`src/design/tcw_pkg.sv`:
```
// shared types and constants of the text console writer
package tcw_pkg;

   // store geometry, row stride is MAX_COLS
   localparam int MAX_COLS = 80;
   localparam int MAX_ROWS = 25;
   localparam int CELLS    = MAX_COLS * MAX_ROWS;
   localparam int ADDR_W   = $clog2(CELLS);

   // special character codes
   localparam logic [7:0] TAB_CODE     = 8'd9;
   localparam logic [7:0] NEWLINE_CODE = 8'd10;
   localparam logic [7:0] SPACE_CODE   = 8'd32;

   // request kinds on req_tuser
   localparam logic [1:0] KIND_CHAR  = 2'd0;
   localparam logic [1:0] KIND_MOVE  = 2'd1;
   localparam logic [1:0] KIND_CLEAR = 2'd2;
   localparam logic [1:0] KIND_READ  = 2'd3;

   // register indexes on the csr port
   localparam logic [2:0] CSR_COLS       = 3'd0;
   localparam logic [2:0] CSR_ROWS       = 3'd1;
   localparam logic [2:0] CSR_SCROLL     = 3'd2;
   localparam logic [2:0] CSR_TEXT_ATTR  = 3'd3;
   localparam logic [2:0] CSR_CLEAR_ATTR = 3'd4;

   // classified operation
   typedef enum logic [2:0] {
      OP_TAB,
      OP_NEWLINE,
      OP_PRINT,
      OP_MOVE,
      OP_CLEAR,
      OP_READ
   } op_type;

   // one queued command, targets already clamped
   typedef struct packed {
      op_type     op;
      logic [7:0] code;
      logic [6:0] col;
      logic [4:0] row;
   } cmd_type;

   // effective configuration, clamped to legal ranges
   typedef struct packed {
      logic [6:0] cols;
      logic [4:0] rows;
      logic [4:0] lines;
      logic [7:0] text_attr;
      logic [7:0] clear_attr;
   } cfg_type;

endpackage

```
`src/design/tcw_queue.sv`:
```
// two-entry command queue between front and back
module tcw_queue (
   input  logic              clock,
   input  logic              reset,
   input  logic              push,
   input  tcw_pkg::cmd_type  push_cmd,
   output logic              ready,
   input  logic              pop,
   output logic              valid,
   output tcw_pkg::cmd_type  pop_cmd
);

   tcw_pkg::cmd_type entry_ff [2];
   logic             wr_ptr_ff, wr_ptr_in;
   logic             rd_ptr_ff, rd_ptr_in;
   logic [1:0]       count_ff, count_in;

   assign ready   = (count_ff != 2'd2);
   assign valid   = (count_ff != 2'd0);
   assign pop_cmd = entry_ff[rd_ptr_ff];

   // pointer and occupancy update
   always_comb begin
      wr_ptr_in = wr_ptr_ff;
      rd_ptr_in = rd_ptr_ff;
      count_in  = count_ff;
      if (push) begin
         wr_ptr_in = ~wr_ptr_ff;
      end
      if (pop) begin
         rd_ptr_in = ~rd_ptr_ff;
      end
      if (push && !pop) begin
         count_in = count_ff + 2'd1;
      end else if (pop && !push) begin
         count_in = count_ff - 2'd1;
      end
   end

   // control state
   always_ff @(posedge clock) begin
      if (reset) begin
         wr_ptr_ff <= 1'b0;
         rd_ptr_ff <= 1'b0;
         count_ff  <= 2'd0;
      end else begin
         wr_ptr_ff <= wr_ptr_in;
         rd_ptr_ff <= rd_ptr_in;
         count_ff  <= count_in;
      end
   end

   // payload storage
   always_ff @(posedge clock) begin
      if (push) begin
         entry_ff[wr_ptr_ff] <= push_cmd;
      end
   end

endmodule

```
`config.mk`:
```
export PLATFORM = sky130hd
export DESIGN_NAME = tcw_queue
export DESIGN_NICKNAME = d
export VERILOG_FILES = /design/src/design/tcw_pkg.sv /design/src/design/tcw_queue.sv
export SDC_FILE = /design/constraint.sdc
export NUM_CORES = 1
export LEC_CHECK = 0
export BUFFER_PORTS_ARGS = -buffer_cell sky130_fd_sc_hd__buf_2
export CORE_MARGIN = 5
export CORE_UTILIZATION = 50
export DETAILED_ROUTE_END_ITERATION = 16
export GPL_TIMING_DRIVEN = 0
export PLACE_DENSITY = 0.87
export SLEW_MARGIN = 25
export SYNTH_ARGS = -nofsm -noshare
export SYNTH_HDL_FRONTEND = slang
export SYNTH_SLANG_ARGS = --single-unit
```
`constraint.sdc`:
```
create_clock -name clock -period 2.4 [get_ports clock]
set_input_delay 0.48 -clock clock [delete_from_list [all_inputs] [get_ports clock]]
set_output_delay 0.48 -clock clock [all_outputs]
set_load 0.02 [all_outputs]
```
### Word-level counts from Yosys, hierarchy flattened

Memories as Yosys holds them, arrays and structs flattened. A register that Yosys moved wholly into a read port is not among the register bits.
Cells that the tools add are included.
Widths: inputs -> output; s select.

* register bits: 4
* bits in read-only memories: 0
* bits in latches: 0
* bits of input ports: 27
* memory bits (writable): 46
* memories: 1
* logic and storage cells: 21
* output and inout bits: 25

Memories
* entry_ff: depth 2, bits a word 23, rd ports 1, clocked after Yosys merged registers in 1, wr ports 1, line tcw_queue.sv:13 `tcw_pkg::cmd_type entry_ff [2];`

* equal/unequal tests: 1
* shift-type cells: 0
* bitwise logic cells: 2
* multiply operators: 0
* reductions and logical operators: 6
* muxes and demuxes: 6
* add/subtract/negate cells: 2
* $lt $le $gt $ge: 0
* divide/modulo/power cells: 0

Operator list (count)
* $mux 1: 4
* $mux 2: 2
* $reduce_bool 2->1: 2
* $add 2x1->2 const B: 1
* $logic_and 1x1->1: 2
* $logic_not 1->1: 2
* $ne 2x2->1 const B: 1
* $not 1->1: 2
* $sub 2x1->2 const B: 1

### Depth between registers and ports, before layout

* depth after elaboration: 4
* mapped depth: 5
* depth with buffers taken out: 5

### Worst setup path before layout

OpenSTA, ideal clock, no wires.

* kind: input to register
* start point: input port push
* end point: memory entry_ff[0][0] (netlist bit), enable pin
* data required time: 1.995 ns
* arrival time: 1.543 ns
* setup slack: 0.451 ns
* stages: 1
* path buffers: 0
* library setup time: 0.405 ns
* cell sequence: nor2b_1

* longest elaborated chain between the ends: 2

RTL lines
* from (decl): line tcw_queue.sv:5 `input logic push,`
* $mux 1: line tcw_queue.sv:55 `if (push) begin`
* $mux 1 (not written as such): line tcw_queue.sv:56 `entry_ff[wr_ptr_ff] <= push_cmd;`
* to (decl): line tcw_queue.sv:13

Every way passes these cells.

==> metrics list <==
- Final min period: roughly 1900 ps
- Counting along the longest clock path gives a buffer depth of 2.
- Max-slew headroom: 56.3%
- The initial antenna violation count came to 0.
- The initial utilization of the core area, before any placement, comes to 51.3%.
- At the end of the flow the core is filled with cells to 63.0%.
- The number of max-slew violations in the final report was 0.
* Post-synth EDFFs: 46
- Cell at the root of the clock tree: sky130_fd_sc_hd__clkbuf_8
- Nets: 179
- In this run the static leakage power is 0.882 nW.
- For this run, the total global-route usage over all layers was measured as between 10% and 20%.
- Ant. Diodes: 0
- In the final layout, flip-flops and latches occupy 1480 µm².
- Ports placed on the boundary: 52
- The count of cells in the finished layout, fillers not included, comes to 199.
- The synthesized netlist contains 17 unique library cells.
- Number of buffer cells added on primary ports: 51
* Fillers: 308
* Count of max-cap constraint violations: 0
- Count of hold-fix buffers inserted at cts: 0
* CTS H-tree depth: 2
* Netlist Area Pre-Place: 1860 µm²
- Warnings, synthesis: 0
* Global-route wire length before repair: 4.75 mm
- Area share of the largest cell type after synthesis: about three quarters
- Family with the most delay on the worst path: flip-flops
* TritonCTS clock tree: done
- Post-route ant nets: 0
- Dividing the detail-routed wire length by the instance count gives 14.7 µm.
* Standard cell area after detailed placement: between 2000 and 2500 µm²
* Total of endpoints with negative setup slack in the final report: 0
- After synthesis the netlist holds a flip-flop and latch count of just over 50.
* Clock buffers created by TritonCTS: 5
- Sequential cells were found to cover 79.5% of the synthesized design area.
- Once the clock tree was built, the resizer swapped 0 gates to a different size.
- The flow ran to the end, and the final reports show no timing, DRC or antenna violations.
- For the pin with the worst max-slew slack, the measured transition is 653 ps.
- With fillers left out, the area of the finished cells amounts to 2290 µm².
- At the end of routability-driven placement, the weighted congestion stood at 0.715.
- The worst setup path is launched from a register.
* Arrival time reported for the critical path endpoint: 1440 ps
* Largest net degree at the start of global routing: 24
- Core box area: 3630 µm²
* Die X-Extent: 71.0 µm
- The wire-length estimate of the detail-placed layout is 2.11 mm.
* Share of async-settable or async-resettable flops after synthesis: 0%
- Minimum hold slack: approximately 370 ps
- Dividing the synthesized area by the synthesized cell count gives 20.0 µm².
- Clock latency on the worst-skew pair, taken at its later pin, is ~290 ps.
* Iter 0 DRT Violations: 44
- Top post-synthesis cells by area: sky130_fd_sc_hd__edfxtp_1 74%, sky130_fd_sc_hd__mux2_1 12%, sky130_fd_sc_hd__dfxtp_1 5.4%, sky130_fd_sc_hd__mux2_2 1.8%, sky130_fd_sc_hd__xnor2_1 0.94%
- Required time reported for the critical path endpoint: roughly 1900 ps
- Together, buffers and inverters on the worst path number 2.
* Via count: between 900 and 1,000
* Full die area: 5050 µm²
- On the worst path, the slowest cell contributes a delay of roughly 410 ps.
* Chip Height: 71.0 µm
- Synthesis produced a netlist with a net count of 121.
- Relative to the synthesized area, the layout overhead comes to 22.9%.
- Fraction of final layout cells sized beyond drive strength 1: ~42%
- The routed design has 2.93 mm of wire.
- Inst Count DP: about 190
* Cell type contributing the most total cell area after synthesis: sky130_fd_sc_hd__edfxtp_1
* Std-Cell Rows: 22
* DR pass1 iterations: 4
* Top cell types by occurrence after synthesis: 46 x sky130_fd_sc_hd__edfxtp_1, 20 x sky130_fd_sc_hd__mux2_1, 5 x sky130_fd_sc_hd__dfxtp_1, 4 x sky130_fd_sc_hd__nor2_1, 3 x sky130_fd_sc_hd__mux2_2
- The number of global-route vias before repair was 1,046.
* Most used DFF post-synth: sky130_fd_sc_hd__edfxtp_1
- Cell-by-cell listing of the critical path: buf_4 > mux2_1 > buf_2
- Worst vdd ir: 437 µV
- Once the clock tree was built, the setup fixing pass inserted 0 buffers.
- Clock edge transition at the registers on the reported setup and hold paths: 80 ps
- Most frequently used cell type in the post-synthesis netlist: sky130_fd_sc_hd__edfxtp_1
* Tcrit/Tclk final: 80.0%
- Across the routed clock network, the largest skew measured is 4.04 ps.
* Mapped Cells: 93
- RSZ-0062 raised after global routing: no
- Count of endpoints failing hold in the final timing report: 0
- In the routed design, unresolved DRC markers number 0.
- Clock tree synthesis found a total of just over 50 sinks.
- Gr ovfl total: 0
- Power spread over the standard cell area amounts to 806 nW/µm².
- Of all nets on the critical path, the largest fanout is 10.
- Kind of critical path: register to primary output
- In the routed layout, each cell is associated on average with a via count of between 4 and 5.
* Combined area of the multi-input logic cells: between 300 and 400 µm²
- The worst hold path belongs to the class input pin to register.
- Type of destination of the critical path: primary output
- Cell with the largest stage delay on the worst path: sky130_fd_sc_hd__dfxtp_1
- Highest clock frequency the design can meet: between 500 and 600 MHz
-- through the flow --
stage | total power [mW] | TNS, ps | worst slack (ps)
finish | 1.85 | 0 | 481
detailed placement | 1.33 | 0 | 520
global route | 1.94 | 0 | 389
CTS | 1.87 | 0 | 457
floorplan | 1.23 | 0 | 451
global placement | 1.31 | -4400 | -192
-- metal layers --
metal  vias up  wire length [µm]  GRT usage, %
li1        470                 -             -
met1       459              1180          13.6
met2        37              1460          21.3
met3         5               232          4.69
met4         0                59          6.89
met5         -                 0             0
-- cells by family (layout without fill, tap and decap cells) --
kind of cell / after synthesis / in the layout / synth area share, %
adder cells (fa/ha/maj): 1 / 1 / 0.671
AND/OR/NAND/NOR: 9 / 9 / 2.49
flip-flops: 51 / 51 / 79.5
multiplexers: 23 / 23 / 13.9
XOR/XNOR: 4 / 4 / 1.88
AO/OA/AOI/OAI: 2 / 2 / 0.537
buffers and inverters: 3 / 61 / 1.01
-- layout by cell type (no fill, tap or decap) --
cell type                   Yosys  layout
sky130_fd_sc_hd__bufinv_16      0       1
sky130_fd_sc_hd__xor2_1         2       2
sky130_fd_sc_hd__dfxtp_1        5       5
sky130_fd_sc_hd__clkbuf_1       0       1
sky130_fd_sc_hd__or2_1          1       1
sky130_fd_sc_hd__inv_1          1       1
sky130_fd_sc_hd__buf_4          2       2
sky130_fd_sc_hd__mux2_2         3       3
sky130_fd_sc_hd__or3_1          1       1
sky130_fd_sc_hd__xnor2_1        2       2
sky130_fd_sc_hd__ha_1           1       1
sky130_fd_sc_hd__edfxtp_1      46      46
sky130_fd_sc_hd__buf_2          0      51
sky130_fd_sc_hd__nor2_1         4       4
sky130_fd_sc_hd__a21oi_1        1       1
sky130_fd_sc_hd__clkbuf_8       0       5
sky130_fd_sc_hd__mux2_1        20      20
sky130_fd_sc_hd__o21ai_0        1       1
sky130_fd_sc_hd__nor2b_4        0       1
sky130_fd_sc_hd__and2_2         0       1
sky130_fd_sc_hd__nand2b_1       1       1
-- layout make-up --
type	instances	area share, %
flip-flops and latches	51	64.7
plain buffers	2	0.656
repair buffers	51	11.1
well taps	48	2.62
multi-input cells	39	16.2
clock buffers	6	3.17
inverters	1	0.164
clock inverters	1	1.31
-- sequential cells by signal (all words and copies together), names as in the netlist, named ones only --
register	count
entry_ff	46
count_ff	2
rd_ptr_ff	1
wr_ptr_ff	1
-- final timing paths --
| path | startpoint | to | slack [ps] | cells past startpoint |
|---|---|---|---|---|
| worst max-delay path | register | pop_cmd[0] | 480 | 3 |
| worst min-delay path | push_cmd[20] | entry_ff[0][20]$_DFFE_PP_ | 370 | 1 |
| worst max register to register | wr_ptr_ff$_SDFFE_PP0P_ | entry_ff[1][7]$_DFFE_PP_ | 1100 | 1 |
| worst min register to register | count_ff[1]$_SDFFE_PP0P_ | count_ff[1]$_SDFFE_PP0P_ | 530 | 2 |
-- power by group --
part	switching, mW	internal (mW)	total [mW]
combinational	0.150	0.0992	0.250
sequential	0.0190	1.03	1.05
clock	0.241	0.305	0.546
total	0.410	1.44	1.85
Power figures use the tool's default switching activity.
