===== src/design/tcw_pkg.sv =====
// shared types and constants of the text console writer
package tcw_pkg;

   // store geometry, row stride is MAX_COLS
   localparam int MAX_COLS = 80;
   localparam int MAX_ROWS = 25;
   localparam int CELLS    = MAX_COLS * MAX_ROWS;
   localparam int ADDR_W   = $clog2(CELLS);

   // special character codes
   localparam logic [7:0] TAB_CODE     = 8'd9;
   localparam logic [7:0] NEWLINE_CODE = 8'd10;
   localparam logic [7:0] SPACE_CODE   = 8'd32;

   // request kinds on req_tuser
   localparam logic [1:0] KIND_CHAR  = 2'd0;
   localparam logic [1:0] KIND_MOVE  = 2'd1;
   localparam logic [1:0] KIND_CLEAR = 2'd2;
   localparam logic [1:0] KIND_READ  = 2'd3;

   // register indexes on the csr port
   localparam logic [2:0] CSR_COLS       = 3'd0;
   localparam logic [2:0] CSR_ROWS       = 3'd1;
   localparam logic [2:0] CSR_SCROLL     = 3'd2;
   localparam logic [2:0] CSR_TEXT_ATTR  = 3'd3;
   localparam logic [2:0] CSR_CLEAR_ATTR = 3'd4;

   // classified operation
   typedef enum logic [2:0] {
      OP_TAB,
      OP_NEWLINE,
      OP_PRINT,
      OP_MOVE,
      OP_CLEAR,
      OP_READ
   } op_type;

   // one queued command, targets already clamped
   typedef struct packed {
      op_type     op;
      logic [7:0] code;
      logic [6:0] col;
      logic [4:0] row;
   } cmd_type;

   // effective configuration, clamped to legal ranges
   typedef struct packed {
      logic [6:0] cols;
      logic [4:0] rows;
      logic [4:0] lines;
      logic [7:0] text_attr;
      logic [7:0] clear_attr;
   } cfg_type;

endpackage


===== src/design/tcw_front.sv =====
// front end: takes requests, classifies them and clamps targets
module tcw_front (
   input  logic              req_tvalid,
   output logic              req_tready,
   input  logic [1:0]        req_tuser,   // kind
   input  logic [23:0]       req_tdata,   // char_code, target_col, target_row, zero pad
   input  tcw_pkg::cfg_type  cfg,
   input  logic              q_ready,
   output logic              q_push,
   output tcw_pkg::cmd_type  q_cmd
);

   logic [7:0] code;
   logic [6:0] tcol;
   logic [4:0] trow;
   logic [6:0] col_max;
   logic [4:0] row_max;

   // unpack fields
   assign code    = req_tdata[7:0];
   assign tcol    = req_tdata[14:8];
   assign trow    = req_tdata[19:15];
   assign col_max = cfg.cols - 7'd1;
   assign row_max = cfg.rows - 5'd1;

   // handshake straight onto the queue
   assign req_tready = q_ready;
   assign q_push     = req_tvalid & q_ready;

   // classify and clamp
   always_comb begin
      q_cmd.code = code;
      q_cmd.col  = (tcol > col_max) ? col_max : tcol;
      q_cmd.row  = (trow > row_max) ? row_max : trow;
      unique case (req_tuser)
         tcw_pkg::KIND_CHAR: begin
            if (code == tcw_pkg::TAB_CODE) begin
               q_cmd.op = tcw_pkg::OP_TAB;
            end else if (code == tcw_pkg::NEWLINE_CODE) begin
               q_cmd.op = tcw_pkg::OP_NEWLINE;
            end else begin
               q_cmd.op = tcw_pkg::OP_PRINT;
            end
         end
         tcw_pkg::KIND_MOVE:  q_cmd.op = tcw_pkg::OP_MOVE;
         tcw_pkg::KIND_CLEAR: q_cmd.op = tcw_pkg::OP_CLEAR;
         tcw_pkg::KIND_READ:  q_cmd.op = tcw_pkg::OP_READ;
         default:             q_cmd.op = tcw_pkg::OP_READ;
      endcase
   end

endmodule


===== config.mk =====
export PLATFORM = sky130hd
export DESIGN_NAME = tcw_front
export DESIGN_NICKNAME = d
export VERILOG_FILES = /design/src/design/tcw_pkg.sv /design/src/design/tcw_front.sv
export SDC_FILE = /design/constraint.sdc
export NUM_CORES = 1
export LEC_CHECK = 0
export ABC_CLOCK_PERIOD_IN_PS = 2900
export BUFFER_PORTS_ARGS = -buffer_cell sky130_fd_sc_hd__buf_2
export CAP_MARGIN = 10
export CORE_ASPECT_RATIO = 1.1
export CORE_MARGIN = 3
export CORE_UTILIZATION = 24
export DETAILED_ROUTE_END_ITERATION = 8
export SYNTH_ARGS = -nofsm -noshare
export SYNTH_HDL_FRONTEND = slang
export SYNTH_SLANG_ARGS = --single-unit

===== constraint.sdc =====
create_clock -name vclk -period 2.9
set_input_delay 0.29 -clock vclk [all_inputs]
set_output_delay 0.29 -clock vclk [all_outputs]
set_load 0.01 [all_outputs]

Word level (Yosys, flattened, before mapping)
Index checks and enable logic that the tools add are counted.
{"block": "totals", "regBits": 0, "inputBits": 61, "output_inout_bits": 25, "word_cells": 16}
{"block": "classes", "add_sub_neg": 2, "n_lt_le_gt_ge": 2, "eq_ne": 5, "n_mux": 5, "n_bitwise": 1, "n_reduce_logical": 1}
{"operator": "8-bit by 4-bit equality test with 1-bit output, second input constant", "n": 2}
{"operator": "3-bit case mux with 4 select lines", "n": 1}
{"operator": "7-bit > comparator", "n": 1}
{"operator": "7-bit 2-to-1 mux", "n": 1}
{"operator": "7-bit by 1-bit subtractor with 7-bit output, second input constant", "n": 1}
{"operator": "5-bit > comparator", "n": 1}
{"operator": "5-bit 2-to-1 mux", "n": 1}
{"operator": "5-bit by 1-bit subtractor with 5-bit output, second input constant", "n": 1}
{"operator": "2-bit equality test, second input constant", "n": 2}
{"operator": "2-bit 2-to-1 mux", "n": 2}
{"operator": "2-bit by 1-bit equality test with 1-bit output, second input constant", "n": 1}
{"operator": "2-bit logical NOT", "n": 1}
{"operator": "1-bit AND", "n": 1}

Logic depth before layout (Yosys ltp)
Gate-level depths: netlist (run 1).
{"block": "logic_depth", "ltp_word": 4, "ltp_mapped": 9, "ltp_nobuf": 9}

Worst setup path before layout (run 1)
Ideal clock, no wire load.
{"block": "synth_path", "path_type": "input -> output", "start": "input cfg[27] (netlist bit)", "end": "output q_cmd[10] (netlist bit)", "arrival_time_ps": 1974, "required_time_ps": 2610, "slack_ps": 636, "stages": 8, "cell_sequence": "nor3_1 nor3b_2 xnor2_1 ha_1 nand4_1 a21oi_1 o21bai_2 mux2i_1"}
{"item": "from (decl)", "line_no": "tcw_front.sv:7", "text": "input tcw_pkg::cfg_type cfg,"}
{"item": "to (decl)", "line_no": "tcw_front.sv:10", "text": "output tcw_pkg::cmd_type q_cmd"}

==> results by group, run 1 <==
Outcome
  – Run status: finished, final reports clean

Setup path
  – Critical path's most frequent cell: buf_2
  – Critical Path Max Stage Delay: around 0.31 ns
  – Critical Path Slowest Stage Cell: nor3_1
  – WP buf/inv: 2
  – CP required: 2.61 ns
  – CP Max Fanout: 6
  – Critical path class: primary input to output port
  – Crit path max-delay family: simple AND/OR/NAND/NOR gates
  – Startpoint types: primary input
  – Critical path cell sequence: buf_2 > nor3_1 > nor3b_2 > xnor2_1 > ha_1 > nand2_1 > o21ai_0 > o21bai_4 > mux2i_1 > buf_2
  – Critical path arrival: around 2.3 ns
  – Crit. End Element: output port

Cells and area
  – Share of cells above drive strength 1: 0.456
  – Fillcell total: 290
  – Ant. Diodes: 0
  – Seq_cells: 0
  – Final Util: 0.358
  – Most common cell after layout, fill and taps aside: buf_2
  – Synth-to-Final Area Change: 38.8%
  – Layout clock buffers: 0
  – Most frequent cells in the layout: 61 x buf_2, 17 x inv_1, 14 x ha_1
  – Layout net count: approximately 220
  – Sequential Area: 0 um^2

Die
  – Row count: 20
  – Initial core utilization: 0.258
  – Die width: between 50 and 60 um
  – Io pins: 86
  – DIE HEIGHT: ~64 um
  – Core Area: roughly 2800 um^2
  – Die area: approximately 3700 um^2

Placement
  – IO Port Bufs: 61
  – Gp weighted congestion: ~0.77
  – Final HPWL DP: approximately 1700 um

Synth
  – Seq/Total Area, Yosys: 0
  – Synth Net Count: roughly 170
  – Post-Syn Area: approximately 730 um^2
  – Mean area per synthesized cell: ~7.6 um^2
  – Yosys warns: 0
  – Cells after Synth: 96
  – Number of library cell types mapped by synthesis: 23

Drt
  – TritonRoute pass-1 iters: 2
  – DR iter-0 viols: 23
  – Via count: approximately 820
  – DRT Wirelength: 1790 um
  – Wire length per cell: roughly 10 um
  – Post-route ant nets: 0
  – Post-DR vias/cell: 4.54
  – Post-route DRC: 0

Global route
  – Number of global-route vias before repair: about 800
  – Largest net degree at the start of global routing: 7
  – All-Layer GR Usage: 0.0949
  – First-pass GRT wire length: around 3000 um
  – Total global routing overflow: 0
  – Initial antenna violation count: 0

Flow run
  – Maxcap violations: 0

Power
  – IR drop worst, VDD: approximately 0.000096 V
  – Power per cell area: 200 nW/um^2
  – Leakage: between 0.0006 and 0.0007 uW

Timing
  – Setup TNS: 0 ns
  – Fin. Hold Viols: 0
  – Period utilization: 0.889
  – Achievable clock frequency: just under 400 MHz
  – Max_slew headroom: 0.728
  – Max Slew Vio Count: 0
  – Final-report setup violation count: 0
  – Worst slew pin tran: roughly 0.40 ns
  – RSZ-0062 raised after global routing: no
  – Min Tclk post-route: between 2 and 3 ns
  – Minimum hold slack: 0.774 ns

Worst hold path
  – Hold Path Class: primary input to output port
metrics by stage:
step | std cells | total power [uW] | worst slack (ns) | area [um^2]
2_1_floorplan | 96 | 131 | 0.636 | 728
3_3_place_gp | 180 | 197 | 0.262 | 1000
3_5_place_dp | 180 | 202 | 0.201 | 1000
4_1_cts | 180 | 203 | 0.197 | 1000
5_1_grt | 180 | 227 | 0.0865 | 1010
6_report | 180 | 202 | 0.321 | 1010
report_power, final:
group	switching [uW]	total, uW	internal [uW]
Clock	0	0	0
Sequential	0	0	0
Combinational	103	202	98.3
cell families after synthesis:
logic type,synth area share
compound gates,0.131
xor+xnor,0.108
fa+ha+maj,0.241
buf+inv,0.186
mux,0.165
simple gates,0.170
final timing paths:
| check | start | endpoint | slack (ns) | depth (start not counted) |
|---|---|---|---|---|
| max | cfg[27] | q_cmd[10] | 0.32 | 10 |
| min | req_tdata[6] | q_cmd[18] | 0.77 | 2 |
area by class of cell:
type,instances,area [um^2],share of cell area
well taps,33,41.3,0.0408
inverters,17,63.8,0.0631
multi-input cells,69,601,0.594
repair buffers,61,305,0.302
cells in the mapped netlist (all sizes together):
cell type   n  area (um^2)
o32ai       1         27.5
nor3        3         20.0
o21bai      1         11.3
nand4       2         12.5
inv        17         63.8
a21oi       5         25.0
nand3b      1         7.51
clkbuf      1         3.75
o21ai       2         10.0
nand3       2         10.0
nor3b       1         12.5
xor2        3         26.3
ha         14          175
a31o        1         8.76
buf         9         67.6
nor2        9         33.8
or4b        1         10.0
and2        1         6.26
a211oi      1         12.5
xnor2       6         52.6
mux2i      12          120
nand2       3         11.3
routing by layer:
| metal | share of wire | GRT usage | up-vias | wire (um) |
|---|---|---|---|---|
| li1 | - | - | 422 | - |
| met1 | 0.40 | 0.116 | 349 | 708 |
| met2 | 0.48 | 0.189 | 46 | 866 |
| met3 | 0.12 | 0.00202 | 0 | 213 |
| met4 | 0 | 0 | 0 | 0 |
| met5 | 0 | 0 | - | 0 |
timing repair:
| item | in CTS | in global routing |
|---|---|---|
| hold buffers | 0 | 0 |
| buffers inserted | 0 | 0 |
| gates resized for setup | 0 | 1 |
| setup endpoints to repair | 0 | 1 |
Power figures use the tool's default switching activity.
==> inputs of run 2 (changes only) <==
--- a/config.mk
+++ b/config.mk
@@ -5,7 +5,7 @@
 export SDC_FILE = /design/constraint.sdc
 export NUM_CORES = 1
 export LEC_CHECK = 0
-export ABC_CLOCK_PERIOD_IN_PS = 2900
+export ABC_CLOCK_PERIOD_IN_PS = 2100
 export BUFFER_PORTS_ARGS = -buffer_cell sky130_fd_sc_hd__buf_2
 export CAP_MARGIN = 10
 export CORE_ASPECT_RATIO = 1.1
==> constraint.sdc (replaced) <==
create_clock -name vclk -period 2.1
set_input_delay 0.21 -clock vclk [all_inputs]
set_output_delay 0.21 -clock vclk [all_outputs]
set_load 0.01 [all_outputs]
==> results by group, run 2 (same netlist as run 1, synthesis figures left out) <==
Timing
  – RSZ-0062 raised after global routing: yes
  – Final-report setup violation count: 12
  – Final worst slack: -0.148 ns
  – Max Slew Vio Count: 0
  – Period utilization: 1.07
  – Achievable clock frequency: around 440 MHz
  – Fin. Hold Viols: 0
  – Min Tclk post-route: 2.25 ns
  – Max_slew headroom: 0.825
  – Worst slew pin tran: between 0.2 and 0.3 ns

Cells and area
  – Synth-to-Final Area Change: 95.9%
  – Sequential Area: 0 um^2
  – Share of cells above drive strength 1: 0.713
  – Layout net count: about 250
  – Ant. Diodes: 0
  – Fillcell total: ~270
  – Most frequent cells in the layout: 57 x buf_2, 20 x buf_4, 13 x inv_1
  – Most common cell after layout, fill and taps aside: buf_2
  – Final Util: 0.504
  – Seq_cells: 0
  – Non-filler cells, final: between 200 and 250
  – Layout clock buffers: 0

Power
  – Power per cell area: 291 nW/um^2
  – Switch Pwr: around 190 uW
  – Clock power frac: 0
  – Pint: 225 uW
  – Leakage: between 0.0007 and 0.0008 uW
  – Sw Share: 0.456
  – Comb pwr share: 1.000
  – Sequential power share: 0
  – IR drop worst, VDD: approximately 0.00019 V
  – Total power: 414 uW

Placement
  – Placed cell count: 199
  – IO Port Bufs: between 60 and 70
  – Gp weighted congestion: roughly 0.75
  – Final HPWL DP: a little over 2000 um
  – Place WS: -0.290 ns

Drt
  – Post-route ant nets: 0
  – DR iter-0 viols: 5
  – TritonRoute pass-1 iters: 4
  – Post-DR vias/cell: about 4.5
  – Via count: between 900 and 1,000
  – Post-route DRC: 0
  – DRT Wirelength: approximately 2400 um
  – Wire length per cell: ~12 um

Die
  – Core Area: roughly 2800 um^2
  – DIE HEIGHT: between 60 and 70 um
  – Initial core utilization: 0.258
  – Row count: 20
  – Die width: between 50 and 60 um
  – Die area: ~3700 um^2
  – Io pins: 86

Worst hold path
  – Hold Path Class: primary input to output port

Global route
  – All-Layer GR Usage: 0.132
  – First-pass GRT wire length: between 3000 and 4000 um
  – Total global routing overflow: 0
  – Initial antenna violation count: 0
  – Number of global-route vias before repair: 966
  – Largest net degree at the start of global routing: 4

Clock tree
  – Hold-fix buffers, CTS: 0

Setup path
  – Critical path arrival: just over 2 ns
  – Startpoint types: primary input
  – Critical path cell sequence: buf_8 > nor3_4 > nor3b_4 > xnor2_2 > ha_1 > nand4_1 > a21oi_2 > o21bai_4 > buf_6 > mux2i_2 > buf_2
  – Crit path max-delay family: simple AND/OR/NAND/NOR gates
  – Critical Path Max Stage Delay: about 0.30 ns
  – Critical path class: primary input to output port
  – CP Max Fanout: 3
  – WP buf/inv: 3
  – CP required: between 1.5 and 2 ns
  – Crit. End Element: output port
  – Critical Path Slowest Stage Cell: ha_1

Outcome
  – Violated checks: setup timing
  – Run status: finished with violations

Flow run
  – Maxcap violations: 0
## run 2: cell types whose count changed in the layout (fill, tap and decap cells not counted), sizes merged
cell,before,now
buf,61,85
## run 2: power by group through the flow
stage               Clock [uW]  Combinational, uW  Sequential [uW]
floorplan                    0                200                0
global placement             0                331                0
detailed placement           0                344                0
CTS                          0                406                0
global route                 0                451                0
finish                       0                414                0
## run 2: per-layer routing
layer  vias to the layer above  wire, um  track usage  part of all wire
met4                         0         8            0            0.0033
met3                         2       160       0.0121             0.066
met1                       422       711        0.110              0.29
li1                        467         -            -                 -
met2                        33      1550        0.316              0.64
met5                         -         0            0                 0
## run 2: stage by stage
stage / TNS, ns / hold slack, ns / cell area, um^2
after floorplan: -0.0117 / 0.464 / 766
final: -1.24 / 0.617 / 1430
after detailed placement: -3.12 / 0.619 / 1180
after global placement: -2.59 / 0.615 / 1180
after global routing: -2.70 / 0.625 / 1430
after CTS: -1.67 / 0.618 / 1390
## run 2: final timing paths
check / slack [ns] / startpoint / depth (start not counted) / to
setup / recovery: -0.15 / cfg[27] / 11 / q_cmd[8]
hold / removal: 0.62 / q_ready / 2 / req_tready
## run 2: what timing repair did
item | 4_1_cts | 5_1_grt
endpoints found under the setup margin | 12 | 12
setup buffers | 5 | 0
endpoints found under the hold margin | 0 | 0
pin swaps | 18 | 12
resized for setup | 38 | 10
## run 2: area by class of cell
cell class                 instances  area (um^2)  area share
tap                               33         41.3      0.0289
multi-input combinational         69          773       0.542
inverter                          17         71.3      0.0500
timing repair buffer              85          541       0.379
